`src/mwt_pkg.sv`:
```
package mwt_pkg;

  localparam int unsigned SLOT_BITS  = 3;
  localparam int unsigned RING_DEPTH = 1 << SLOT_BITS;
  localparam int unsigned IN_WORD_BITS = 8;
  localparam int unsigned GAP_BITS   = 8;
  localparam logic [GAP_BITS-1:0] GAP_RESET = 8'd4;
  localparam int unsigned START_BITS = 2;

  typedef enum logic {
    CMD_TICK  = 1'b0,
    CMD_WRITE = 1'b1
  } cmd_t;

  typedef enum logic [3:0] {
    ST_START  = 4'b0001,
    ST_DATA   = 4'b0010,
    ST_GAP    = 4'b0100,
    ST_UNINIT = 4'b1000
  } frame_state_t;

  typedef struct packed {
    logic                    fire;
    cmd_t                    command;
    logic [SLOT_BITS-1:0]    slot;
    logic [IN_WORD_BITS-1:0] word;
  } step_t;

endpackage

```
`src/manchester_word_transmitter_top.sv`:
```
// Manchester word transmitter.
// Input channel (in_valid / in_stall) carries one item per handshake: command 0
// is a half-bit tick, command 1 stores write_word into ring slot write_slot.
// Every item yields exactly one result on the output channel (out_valid /
// out_stall): line_level, copy_level and phase_high as they stand after it.
// A frame is a 1-0 start pair, the ring word at the read slot MSB first, then
// gap_bit_periods low bit periods, after which the read slot advances.
// The configuration channel (cfg_valid / cfg_ready / cfg_data) writes the gap
// length; cfg_ready is always high. Write it only while the block is idle.
// An accepted item waits in the input register, then the state update and the
// result valid land together on the edge on which it moves on.
// Throughput: one item per cycle while the output is not stalled, set by the frame state update.
// Reset: ring cleared, gap length 4, line low; the first tick re-initializes
// the frame without moving the lines. While out_stall is high the result
// holds, the input register fills and then in_stall rises.
module manchester_word_transmitter_top #(
  parameter int unsigned WORD_BITS = 8
) (
  input  logic                             clk,
  input  logic                             rst,
  input  logic                             in_valid,
  output logic                             in_stall,
  input  logic                             command,
  input  logic [mwt_pkg::SLOT_BITS-1:0]    write_slot,
  input  logic [mwt_pkg::IN_WORD_BITS-1:0] write_word,
  output logic                             out_valid,
  input  logic                             out_stall,
  output logic                             line_level,
  output logic                             copy_level,
  output logic                             phase_high,
  input  logic                             cfg_valid,
  output logic                             cfg_ready,
  input  logic [mwt_pkg::GAP_BITS-1:0]     cfg_data
);
  import mwt_pkg::*;

  logic                    s1_valid;
  cmd_t                    s1_command;
  logic [SLOT_BITS-1:0]    s1_slot;
  logic [IN_WORD_BITS-1:0] s1_word;
  logic                    advance;
  step_t                   step;
  logic [WORD_BITS+IN_WORD_BITS-1:0] word_ext;
  logic [WORD_BITS-1:0]    ring_wr_word, ring_rd_word;
  logic [SLOT_BITS-1:0]    read_slot;

  assign advance   = !out_valid || !out_stall;
  assign in_stall  = s1_valid && !advance;
  assign cfg_ready = 1'b1;

  always_ff @(posedge clk) begin
    if (rst) begin
      s1_valid  <= 1'b0;
      out_valid <= 1'b0;
    end else begin
      if (!in_stall) begin
        s1_valid <= in_valid;
      end
      if (advance) begin
        out_valid <= s1_valid;
      end
    end
  end

  always_ff @(posedge clk) begin
    if (in_valid && !in_stall) begin
      s1_command <= cmd_t'(command);
      s1_slot    <= write_slot;
      s1_word    <= write_word;
    end
  end

  always_comb begin
    step.fire    = s1_valid && advance;
    step.command = s1_command;
    step.slot    = s1_slot;
    step.word    = s1_word;
  end

  // keep the stored word to WORD_BITS bits
  assign word_ext     = {{WORD_BITS{1'b0}}, s1_word};
  assign ring_wr_word = word_ext[WORD_BITS-1:0];

  mwt_ring #(.WORD_BITS(WORD_BITS)) u_ring (
    .clk     (clk),
    .rst     (rst),
    .wr_en   (step.fire && step.command == CMD_WRITE),
    .wr_slot (step.slot),
    .wr_word (ring_wr_word),
    .rd_slot (read_slot),
    .rd_word (ring_rd_word)
  );

  mwt_core #(.WORD_BITS(WORD_BITS)) u_core (
    .clk       (clk),
    .rst       (rst),
    .step      (step),
    .cfg_we    (cfg_valid && cfg_ready),
    .cfg_gap   (cfg_data),
    .ring_word (ring_rd_word),
    .read_slot (read_slot),
    .line_reg  (line_level),
    .copy_reg  (copy_level),
    .phase     (phase_high)
  );

endmodule

```
`src/mwt_ring.sv`:
```
module mwt_ring #(
  parameter int unsigned WORD_BITS = 8
) (
  input  logic                          clk,
  input  logic                          rst,
  input  logic                          wr_en,
  input  logic [mwt_pkg::SLOT_BITS-1:0] wr_slot,
  input  logic [WORD_BITS-1:0]          wr_word,
  input  logic [mwt_pkg::SLOT_BITS-1:0] rd_slot,
  output logic [WORD_BITS-1:0]          rd_word
);
  import mwt_pkg::*;

  logic [WORD_BITS-1:0] ring [RING_DEPTH];

  always_ff @(posedge clk) begin
    if (rst) begin
      for (int i = 0; i < RING_DEPTH; i++) begin
        ring[i] <= '0;
      end
    end else if (wr_en) begin
      ring[wr_slot] <= wr_word;
    end
  end

  assign rd_word = ring[rd_slot];

endmodule

```
`src/mwt_core.sv`:
```
module mwt_core #(
  parameter int unsigned WORD_BITS = 8
) (
  input  logic                          clk,
  input  logic                          rst,
  input  mwt_pkg::step_t                step,
  input  logic                          cfg_we,
  input  logic [mwt_pkg::GAP_BITS-1:0]  cfg_gap,
  input  logic [WORD_BITS-1:0]          ring_word,
  output logic [mwt_pkg::SLOT_BITS-1:0] read_slot,
  output logic                          line_reg,
  output logic                          copy_reg,
  output logic                          phase
);
  import mwt_pkg::*;

  localparam int unsigned BL_BITS = $clog2(WORD_BITS + 1);
  localparam logic [BL_BITS-1:0] BL_FULL  = BL_BITS'(WORD_BITS);
  localparam logic [BL_BITS-1:0] BL_START = BL_BITS'(START_BITS);
  localparam logic [WORD_BITS-1:0] START_PAIR = {1'b1, {(WORD_BITS-1){1'b0}}};

  frame_state_t           frame_state, frame_state_next;
  logic                   phase_next;
  logic [WORD_BITS-1:0]   shift_word, shift_word_next;
  logic [BL_BITS-1:0]     bits_left, bits_left_next, bits_dec;
  logic [GAP_BITS-1:0]    gap_left, gap_left_next, gap_dec;
  logic [SLOT_BITS-1:0]   read_slot_next;
  logic                   line_next, copy_next;
  logic [GAP_BITS-1:0]    gap_bit_periods;
  logic                   msb, phase_t, do_restart;

  always_comb begin
    frame_state_next = frame_state;
    phase_next       = phase;
    shift_word_next  = shift_word;
    bits_left_next   = bits_left;
    gap_left_next    = gap_left;
    read_slot_next   = read_slot;
    line_next        = line_reg;
    copy_next        = copy_reg;
    do_restart       = 1'b0;
    phase_t          = ~phase;
    msb              = shift_word[WORD_BITS-1];
    bits_dec         = bits_left - 1'b1;
    gap_dec          = gap_left - 1'b1;

    if (step.fire && step.command == CMD_TICK) begin
      phase_next = phase_t;
      unique case (frame_state)
        ST_START, ST_DATA: begin
          if (phase_t) begin
            line_next = ~msb;
            copy_next = ~msb;
          end else begin
            line_next       = msb;
            copy_next       = msb;
            shift_word_next = {shift_word[WORD_BITS-2:0], 1'b0};
            bits_left_next  = bits_dec;
            if (bits_dec == '0) begin
              if (frame_state == ST_START) begin
                shift_word_next  = ring_word;
                bits_left_next   = BL_FULL;
                frame_state_next = ST_DATA;
              end else begin
                gap_left_next    = gap_bit_periods;
                frame_state_next = ST_GAP;
              end
            end
          end
        end
        ST_GAP: begin
          // copy line holds through the gap
          line_next = 1'b0;
          if (!phase_t) begin
            gap_left_next = gap_dec;
            if (gap_dec == '0) begin
              do_restart = 1'b1;
            end
          end
        end
        ST_UNINIT: begin
          do_restart = 1'b1;
        end
        default: begin
          do_restart = 1'b1;
        end
      endcase

      if (do_restart) begin
        shift_word_next  = START_PAIR;
        bits_left_next   = BL_START;
        frame_state_next = ST_START;
        phase_next       = 1'b0;
        read_slot_next   = read_slot + 1'b1;
      end
    end
  end

  always_ff @(posedge clk) begin
    if (rst) begin
      frame_state     <= ST_UNINIT;
      phase           <= 1'b0;
      shift_word      <= '0;
      bits_left       <= '0;
      gap_left        <= '0;
      read_slot       <= '0;
      line_reg        <= 1'b0;
      copy_reg        <= 1'b0;
      gap_bit_periods <= GAP_RESET;
    end else begin
      frame_state <= frame_state_next;
      phase       <= phase_next;
      shift_word  <= shift_word_next;
      bits_left   <= bits_left_next;
      gap_left    <= gap_left_next;
      read_slot   <= read_slot_next;
      line_reg    <= line_next;
      copy_reg    <= copy_next;
      if (cfg_we) begin
        gap_bit_periods <= cfg_gap;
      end
    end
  end

  a_start_count: assert property (@(posedge clk) disable iff (rst)
    frame_state == ST_START |-> (bits_left == BL_START || bits_left == 1))
    else $error("start pair bit count out of range");

  a_data_count: assert property (@(posedge clk) disable iff (rst)
    frame_state == ST_DATA |-> (bits_left != '0 && bits_left <= BL_FULL))
    else $error("data bit count out of range");

  a_gap_copy_hold: assert property (@(posedge clk) disable iff (rst)
    step.fire && step.command == CMD_TICK && frame_state == ST_GAP
      |=> $stable(copy_reg) && !line_reg)
    else $error("copy line moved or line high during gap");

  a_write_no_motion: assert property (@(posedge clk) disable iff (rst)
    step.fire && step.command == CMD_WRITE
      |=> $stable(line_reg) && $stable(phase) && $stable(read_slot))
    else $error("ring write disturbed the transmitter");

endmodule
```
`config.mk`:
```
export PLATFORM = sky130hd
export DESIGN_NAME = manchester_word_transmitter_top
export DESIGN_NICKNAME = d
export VERILOG_FILES = /design/src/mwt_pkg.sv /design/src/manchester_word_transmitter_top.sv /design/src/mwt_ring.sv /design/src/mwt_core.sv
export SDC_FILE = /design/constraint.sdc
export NUM_CORES = 1
export LEC_CHECK = 0
export ABC_AREA = 0
export BUFFER_PORTS_ARGS = -buffer_cell sky130_fd_sc_hd__buf_2
export CORE_AREA = 2 2 95 97
export DETAILED_ROUTE_END_ITERATION = 8
export DIE_AREA = 0 0 97 99
export PLACE_DENSITY = 0.82
export REMOVE_ABC_BUFFERS = 1
export SYNTH_ARGS = -nofsm -noshare
export SYNTH_HDL_FRONTEND = slang
export SYNTH_SLANG_ARGS = --single-unit
export TNS_END_PERCENT = 50
```
`constraint.sdc`:
```
create_clock -name clk -period 6.3 [get_ports clk]
set_input_delay 1.26 -clock clk [delete_from_list [all_inputs] [get_ports clk]]
set_output_delay 1.26 -clock clk [all_outputs]
set_load 0.02 [all_outputs]
```
## Yosys cells after proc, flatten, opt, wreduce, memory -nomap -nowiden

Memory sizes are Yosys's and may differ from the RTL's. A register that Yosys moved wholly into a read port is not among the register bits.
Cells that the tools add are included.

- Bitwise gates (word level): 3
- Mux-type cells: 37
- Equality and inequality tests: 7
- Div/mod/pow operators: 0
- Reduce and logical (&&, ||, !) cells: 24
- Multiply operators: 0
- Add/sub/neg operators: 3
- $lt $le $gt $ge: 0
- Shift-type cells: 0

Operator list:

| operator | count |
|---|---|
| 8-bit two-way mux | 10 |
| 4-bit two-way mux | 9 |
| 8-bit one-hot mux with 2 select lines | 1 |
| 3-bit two-way mux | 4 |
| 1-bit two-way mux | 11 |
| 8-bit logical NOT | 1 |
| 2-bit nonzero test | 4 |
| 8-bit OR reduction | 1 |
| 8-bit by 1-bit subtractor with 8-bit output, second input constant | 1 |
| 2-bit by 1-bit != test with 1-bit output, second input constant | 3 |
| 2-bit AND reduction | 3 |
| 6-bit AND reduction | 1 |
| 1-bit logical AND | 5 |
| 4-bit by 1-bit == test with 1-bit output, second input constant | 1 |
| 4-bit by 2-bit == test with 1-bit output, second input constant | 1 |
| 4-bit by 3-bit == test with 1-bit output, second input constant | 1 |
| 1-bit logical NOT | 4 |
| 4-bit logical NOT | 1 |
| 1-bit one-hot mux with 2 select lines | 2 |
| 4-bit AND reduction | 1 |
| 4-bit by 1-bit subtractor with 4-bit output, second input constant | 1 |
| 3-bit by 1-bit adder with 3-bit output, second input constant | 1 |
| 1-bit inverter | 3 |
| 3-bit AND reduction | 1 |
| 3 further kinds | 3 |

- Bits in writable memories: 64
- Output and inout bits: 6
- ROM bits: 0
- Word-level logic and storage cells: 89
- Memories kept: 1
- Register bits after elaboration: 52
- Bits in latches: 0
- Input bits: 25

Memories:

| memory | words | width | rd ports | clocked after memory_dff | write ports | RTL line | RTL |
|---|---|---|---|---|---|---|---|
| u_ring.ring | 8 | 8 | 1 | 1 | 8 | mwt_ring.sv:14 | `logic [WORD_BITS-1:0] ring [RING_DEPTH];` |

## Depth between registers and ports, before layout

Gate-level depths: netlist (run 1).

- Word-level depth: 9
- Depth in mapped cells: 9
- Depth with buffers taken out: 8

## Cells and area by module

A second synthesis (run 1) with hierarchy kept.

- Cells, all modules: 453
- Area total of the unflattened synthesis: 5535.3 µm²

Modules (own cells, without submodules):

| module | cells an instance | seq. area each (µm²) | instances | area an instance (µm²) |
|---|---|---|---|---|
| mwt_ring | 193 | 1921.8 | 1 | 2979.1 |
| mwt_core | 235 | 760.7 | 1 | 2097.0 |
| manchester_word_transmitter_top | 25 | 400.4 | 1 | 459.2 |

## Worst setup path after synthesis (run 1)

No wires, ideal clock.

- Path kind: input-to-output
- Start: input port out_stall
- End: output port in_stall
- Setup slack: 3.494 ns
- Cell stages on the path: 1
- Arrival: 1.546 ns
- Cells stage by stage: and3_1

- Longest elaborated chain between the ends: 4

Ends and longest elaborated chain:

| what | RTL line | RTL |
|---|---|---|
| from (decl) | manchester_word_transmitter_top.sv:27 | `input logic out_stall,` |
| 1-bit logical NOT | manchester_word_transmitter_top.sv:47 | `assign advance = !out_valid \|\| !out_stall;` |
| 1-bit logical OR | manchester_word_transmitter_top.sv:47 |  |
| 1-bit logical NOT | manchester_word_transmitter_top.sv:48 | `assign in_stall = s1_valid && !advance;` |
| 1-bit logical AND | manchester_word_transmitter_top.sv:48 |  |
| to (decl) | manchester_word_transmitter_top.sv:22 | `output logic in_stall,` |

No other way between the ends.

==> impl_results.md, run 1 <==
- WP data required: 6.43 ns
- Worst hold path startpoint: u_core.shift_word[0]
- Drt first-iter violations: 289
- Final setup TNS: 0 ns
- Non-Filler Cell Area, Final: 6193 sq um
- Endpoint arrival time on the critical path: 3.17 ns
- Via density: 6.254
- Final net count: 508
- Proportion of layout cells with a drive suffix above 1: 19.96%
- Port bufs: 29
- Worst Clk Skew: 0.008744 ns
- Combinational power share: 3.8%
- Post-synth top area share: 42.06%
- Antenna violations before repair: 0
- Launch point of the worst path: rst
- EDFF count, synth: 76
- Max-slew violation count: 0
- Worst-Margin Slew: 1.169 ns
- Inserted Diodes: 0
- Final hold viol count: 0
- Power per cell area: 300.0 nW/um^2
- Fraction of power spent switching nets: 23.67%
- Register with the most flip-flops: u_ring.ring
- Pre-CTS setup slack: 2.857 ns
- Power share of the clock group: 48.8%
- Count of final setup violators: 0
- Complex-gate fraction of the synthesized area: 10.70%
- Top post-synthesis cells by area: sky130_fd_sc_hd__edfxtp_1, sky130_fd_sc_hd__dfxtp_1, sky130_fd_sc_hd__and2_1
- Count of unresolved DRC violations after routing: 0
- Number of flip-flops in the largest register: 64
- Sequential fraction of design power: 47.5%
- Number of primary I/O pins: 31
- Leading cell types by count after synthesis: sky130_fd_sc_hd__edfxtp_1, sky130_fd_sc_hd__and2_1, sky130_fd_sc_hd__dfxtp_1
- Clk_lat worst skew: 0.51 ns
- Synthesis-stage register bit count: 119
- Fraction of synthesized cell area in xor and xnor cells: 0.6456%
- Most instantiated library cell after synthesis: sky130_fd_sc_hd__edfxtp_1
- Worst hold path class: reg2reg
- Max_slew headroom: 21.24%
- Yosys warning count: 0
- Hold-fix buffers, CTS: 0
- Max capacitance violation total: 0
- Mean instance size in the synthesized netlist: 12.14 sq um
- Status: finished, final reports clean
- Row Count: 34
- Count of vias placed by the detailed router: 3746
- Die Width: 97 microns
- Unrepaired setup endpoints after global routing: false
- Share of synthesized cell area in full adder, half adder and majority cells: 1.153%
- Kind of critical path: in2reg
- Wire length of the first global-routing pass: 19.29 mm
- Final clock period utilization by the worst path: 48.31%
- First-pass DRT Iterations: 5
- Crit path max fanout: 39
- Prevailing post-synth register cell: sky130_fd_sc_hd__edfxtp_1
- Core Box Area: 8551 sq um
- Worst ir drop on vdd: 0.3659 mV
- Global router's overall resource usage: 26.76%
- Remaining Overflow, GRT: 0
- Largest net degree at the start of global routing: 40
- Synth-to-Final Area Change: 14.13%
- Hold Crit Depth: 2
- WL per Instance: 20.37 microns
- Clock transition at the register clock pins on the worst setup and hold paths after CTS: 0.06 ns
- Simple-gate area share of the yosys netlist: 17.82%
- TritonCTS buffer count: 17
- Via count of the first global-routing pass: 3610
- Setup repair bufs after CTS: 0
- Dominant combinational cell family by area after synthesis: simple AND/OR/NAND/NOR gates
- Count of distinct cell types in the synthesized netlist: 56
- Netlist area before placement: 5426 sq um
- CP endpoint kind: register
- TritonCTS clock tree: done
- Library cell with the largest summed area after synthesis: sky130_fd_sc_hd__edfxtp_1
- P_sw: 0.4398 mW
- Sinks on Clock Net: 119
- Post-route core utilization: 72.43%
- CTS Buffer Depth: 2
- Die boundary height: 99 microns
- Routability-driven placement congestion ratio: 0.9165
- Starting density of the core: 63.46%
- Area of the die: 9603 sq um
- Post-detailed-placement half-perimeter wirelength: 7.938 mm
- Share of synthesized registers carrying an async set or reset: 0%
- Final Critical Period: 3.043 ns
- Number of nets still failing antenna checks after routing: 0
- Worst reg2reg path depth: 8
- Root Driver: sky130_fd_sc_hd__clkbuf_8
- Post-Synthesis Cells: 447
- Source of the worst register-to-register timing path: u_core.bits_left[0]
- Worst path setup slack after routing: 3.257 ns
- Final routed wirelength across all metal layers: 12.20 mm
- Internal power: 1.418 mW
- Mux cell area share after synthesis: 9.799%
- Pleak: 2.228 nW
- Fmax: 0.3286 GHz
- Post-cts repair resize count: 0
- H-Tree Level Count: 4
- Startpoint type of the worst setup path: input port
- Area after DPL: 5638 sq um
- Sequential area share after synthesis: 57.92%
worst max-delay path: stages:
cell and delay, ns:
sky130_fd_sc_hd__buf_2 0.10, sky130_fd_sc_hd__buf_4 0.25, sky130_fd_sc_hd__nor2b_1 0.22, sky130_fd_sc_hd__nand4b_1 0.31
sky130_fd_sc_hd__o21ai_0 1.01
final timing paths:
check / end / slack (ns)
min: u_core.shift_word[0] / 0.47
max reg2reg: u_core.shift_word[6] / 3.72
max: u_ring.ring[4][7] / 3.26
min reg2reg: u_core.shift_word[0] / 0.47
routing by layer:
layer	wire length, microns	share of wire, %	vias up	track usage [%]
li1	-	-	1723	-
met1	4686	38	1842	31.64
met2	6528	54	160	47.49
met3	728	6.0	21	6.383
met4	257	2.1	0	10.51
met5	0	0	-	0
logic make-up (layout without fill, tap and decap cells):
family / count (synthesis) / after routing
and+or+nand+nor: 170 / 170
other: 1 / 1
muxes: 33 / 33
AOI/OAI and AO/OA: 90 / 90
DFF: 119 / 119
buffers and inverters: 25 / 69
adders and majority gates: 5 / 5
xor gates and xnor gates: 4 / 4
metrics by stage:
step	instances	hold WS, ns	power (mW)
2_1_floorplan	429	0.4262	0.9293
3_3_place_gp	567	0.4488	0.9628
3_5_place_dp	567	0.4556	0.9660
4_1_cts	599	0.4663	1.863
5_1_grt	599	0.5055	1.906
6_report	599	0.4688	1.858
cell usage in the layout (no fill, tap or decap), drive strengths merged, types with 4 or more instances in the layout:
cell type	instances
edfxtp	76
and2	65
dfxtp	43
nor2	33
a21oi	33
buf	30
o21ai	26
nand2	22
clkbuf	17
mux2i	16
mux4	16
inv	14
nor3	10
a211oi	8
a31oi	7
or2	6
or3	6
clkinv	6
nand3	5
ha	5
xnor2	4
power groups by stage:
| stage | Clock (mW) | Sequential, mW | Combinational (mW) |
|---|---|---|---|
| 2_1_floorplan | 0 | 0.885 | 0.0444 |
| 3_3_place_gp | 0 | 0.897 | 0.0662 |
| 3_5_place_dp | 0 | 0.897 | 0.0688 |
| 4_1_cts | 0.911 | 0.882 | 0.0698 |
| 5_1_grt | 0.945 | 0.885 | 0.0768 |
| 6_report | 0.906 | 0.882 | 0.0697 |
final cells by class:
| cell class | instances | area, sq um |
|---|---|---|
| flip-flops and latches | 119 | 3143 |
| clock inverters | 15 | 141.4 |
| multi-input cells | 303 | 2181 |
| fillers | 574 | 2357 |
| well taps | 108 | 135.1 |
| clock buffers | 17 | 414.1 |
| inverters | 7 | 26.28 |
| repair buffers | 30 | 152.6 |
No activity file was read; power rests on OpenSTA's default activity.
==> run 2, diff against run 1 <==
--- a/config.mk
+++ b/config.mk
@@ -7,10 +7,10 @@
 export LEC_CHECK = 0
 export ABC_AREA = 0
 export BUFFER_PORTS_ARGS = -buffer_cell sky130_fd_sc_hd__buf_2
-export CORE_AREA = 2 2 95 97
+export CORE_AREA = 2 2 98 100
 export DETAILED_ROUTE_END_ITERATION = 8
-export DIE_AREA = 0 0 97 99
-export PLACE_DENSITY = 0.82
+export DIE_AREA = 0 0 100 102
+export PLACE_DENSITY = 0.78
 export REMOVE_ABC_BUFFERS = 1
 export SYNTH_ARGS = -nofsm -noshare
 export SYNTH_HDL_FRONTEND = slang
==> constraint.sdc (replaced) <==
create_clock -name clk -period 2.8 [get_ports clk]
set_input_delay 0.56 -clock clk [delete_from_list [all_inputs] [get_ports clk]]
set_output_delay 0.56 -clock clk [all_outputs]
set_load 0.02 [all_outputs]
==> run 2 against run 1 <==
Utilization decreased by 2.9 points; sequential power increased by 120%; clock skew rose by 0.0029 ns; count of clock-buffer cells in the layout increased by 1; design area rose by 2.3%; total power grew 130%; combinational power increased to 2.5 times the previous value; worst setup slack worse by 3.0 ns; final cell count is 3.0% higher; flip-flop and latch count unchanged; critical path type is now reg2reg; register-to-register slack lost 3.5 ns; wire length shrank 6.1%.
==> impl_results.md, run 2 (synthesized netlist as in run 1, its figures left out) <==
- Max-slew violation count: 0
- Sinks on Clock Net: 119
- Most used cells in the layout excluding fill and tap cells: sky130_fd_sc_hd__edfxtp_1, sky130_fd_sc_hd__and2_1, sky130_fd_sc_hd__dfxtp_1, sky130_fd_sc_hd__nor2_1, sky130_fd_sc_hd__a21oi_1
- Final Critical Period: 2.550 ns
- Standard cell with the maximum stage delay on the critical path: sky130_fd_sc_hd__a211oi_1
- Inserted Diodes: 0
- Pleak: 2.307 nW
- Remaining Overflow, GRT: 0
- Number of primary I/O pins: 31
- Crit path max fanout: 6
- First-pass DRT Iterations: 5
- Final Total Pwr: 4.270 mW
- Worst hold path class: in2reg
- Critical path buffers and inverters: 1
- Clock transition at the register clock pins on the worst setup and hold paths after CTS: 0.07 ns
- Longest individual stage delay on the worst path: 0.61 ns
- Setup repair bufs after CTS: 0
- Proportion of layout cells with a drive suffix above 1: 22.33%
- Final clock period utilization by the worst path: 91.07%
- Delay-heaviest family, CP: compound AO/OA/AOI/OAI gates
- Via density: 5.990
- Die Width: 100 microns
- Starting density of the core: 59.57%
- Global routing usage on met3: 5.677%
- Row Count: 35
- Source of the worst register-to-register timing path: u_core.bits_left[0]
- Die boundary height: 102 microns
- GRT Max-Usage Layer: met2
- Largest net degree at the start of global routing: 39
- Worst hold path startpoint: write_word[6]
- Count of vias placed by the detailed router: 3696
- Via count of the first global-routing pass: 3690
- Hold-fix buffers, CTS: 0
- Flop-to-flop setup slack: 0.25 ns
- Met2 track demand over resource in global routing: 42.57%
- Synth-to-Final Area Change: 16.79%
- Kind of critical path: reg2reg
- Tightest hold margin: 0.2154 ns
- Clk_lat worst skew: 0.52 ns
- Core Box Area: 9109 sq um
- Final hold viol count: 0
- Area of the die: 10200 sq um
- Number of placed cells counting well taps: 585
- Global router's overall resource usage: 24.21%
- Routability-driven placement congestion ratio: 0.8880
- Final setup TNS: 0 ns
- Worst-Margin Slew: 0.7422 ns
- Final net count: 523
- Count of final setup violators: 0
- Register with the most flip-flops: u_ring.ring
- Worst ir drop on vdd: 0.5859 mV
- Antenna violations before repair: 0
- CTS Buffer Depth: 2
- TritonCTS clock tree: done
- WP data required: 3.22 ns
- Most common cell after layout, fill and taps aside: sky130_fd_sc_hd__edfxtp_1
- Final non-filler cell total: 617
- Number of flip-flops in the largest register: 64
- Max capacitance violation total: 0
- Startpoint type of the worst setup path: register
- Launch point of the worst path: u_core.bits_left[0]
- Unrepaired setup endpoints after global routing: false
- Worst Clk Skew: 0.01162 ns
- Endpoint arrival time on the critical path: 2.97 ns
- Final routed wirelength across all metal layers: 11.46 mm
- Root Driver: sky130_fd_sc_hd__clkbuf_8
- Max_slew headroom: 50.45%
- Power per cell area: 673.8 nW/um^2
- CP endpoint kind: register
- Fmax: 0.3922 GHz
- Post-cts repair resize count: 0
- WL per Instance: 18.57 microns
- Count of unresolved DRC violations after routing: 0
- Crit path cell chain: inv_1 -> ha_1 -> and2_1 -> a211oi_2 -> nor3_1 -> a211oi_1 -> a21oi_1 -> a21oi_1
- H-Tree Level Count: 4
- Number of nets still failing antenna checks after routing: 0
- Port bufs: 29
- Wire length of the first global-routing pass: 18.51 mm
- Post-detailed-placement half-perimeter wirelength: 7.727 mm
- TritonCTS buffer count: 17
- Most prevalent standard cell on the critical path: sky130_fd_sc_hd__a21oi_1
- Met1 Use GR: 30.21%
- Drt first-iter violations: 180
- Status: finished, final reports clean
run 2: path summary, 6_finish.rpt:
kind / cells past startpoint / to
worst max-delay path: 8 / u_core.shift_word[1]
worst min-delay path: 1 / ring_wr_word[6]
worst max register to register: 8 / u_core.shift_word[1]
worst min register to register: 2 / u_core.shift_word[0]
run 2: metrics by stage:
stage                     setup WS (ns)  area (sq um)  util (%)
after floorplan                  0.6249          5350         -
after global placement           0.4670          5754     63.17
after detailed placement         0.3723          5754     63.17
after CTS                        0.2619          6337     69.57
after global routing            0.01731          6337     69.57
final                            0.2500          6337     69.57
run 2: worst register-to-register path, cell delays in order (launching register included):
cell,delay (ns)
sky130_fd_sc_hd__dfxtp_1,0.39
sky130_fd_sc_hd__inv_1,0.08
sky130_fd_sc_hd__ha_1,0.25
sky130_fd_sc_hd__and2_1,0.21
sky130_fd_sc_hd__a211oi_2,0.35
sky130_fd_sc_hd__nor3_1,0.19
sky130_fd_sc_hd__a211oi_1,0.62
sky130_fd_sc_hd__a21oi_1,0.16
sky130_fd_sc_hd__a21oi_1,0.22
run 2: power by group:
part / switching [mW] / internal, mW / total, mW / leakage, nW
logic: 0.0986 / 0.0776 / 0.176 / 0.893
registers: 0.0416 / 1.93 / 1.97 / 1.13
clock network: 0.836 / 1.29 / 2.13 / 0.279
total: 0.976 / 3.29 / 4.27 / 2.31
run 2: layout make-up:
type | instances | area [sq um]
Sequential cell | 119 | 3143
Inverter | 7 | 26.28
Fill cell | 626 | 2771
Clock inverter | 14 | 165.2
Clock buffer | 18 | 417.9
Multi-Input combinational cell | 303 | 2181
Tap cell | 111 | 138.9
Timing Repair Buffer | 45 | 265.3
run 2: routing by layer:
layer / up-vias / wire length, microns
li1: 1758 / -
met1: 1791 / 4635
met2: 127 / 5978
met3: 20 / 669
met4: 0 / 172
met5: - / 0
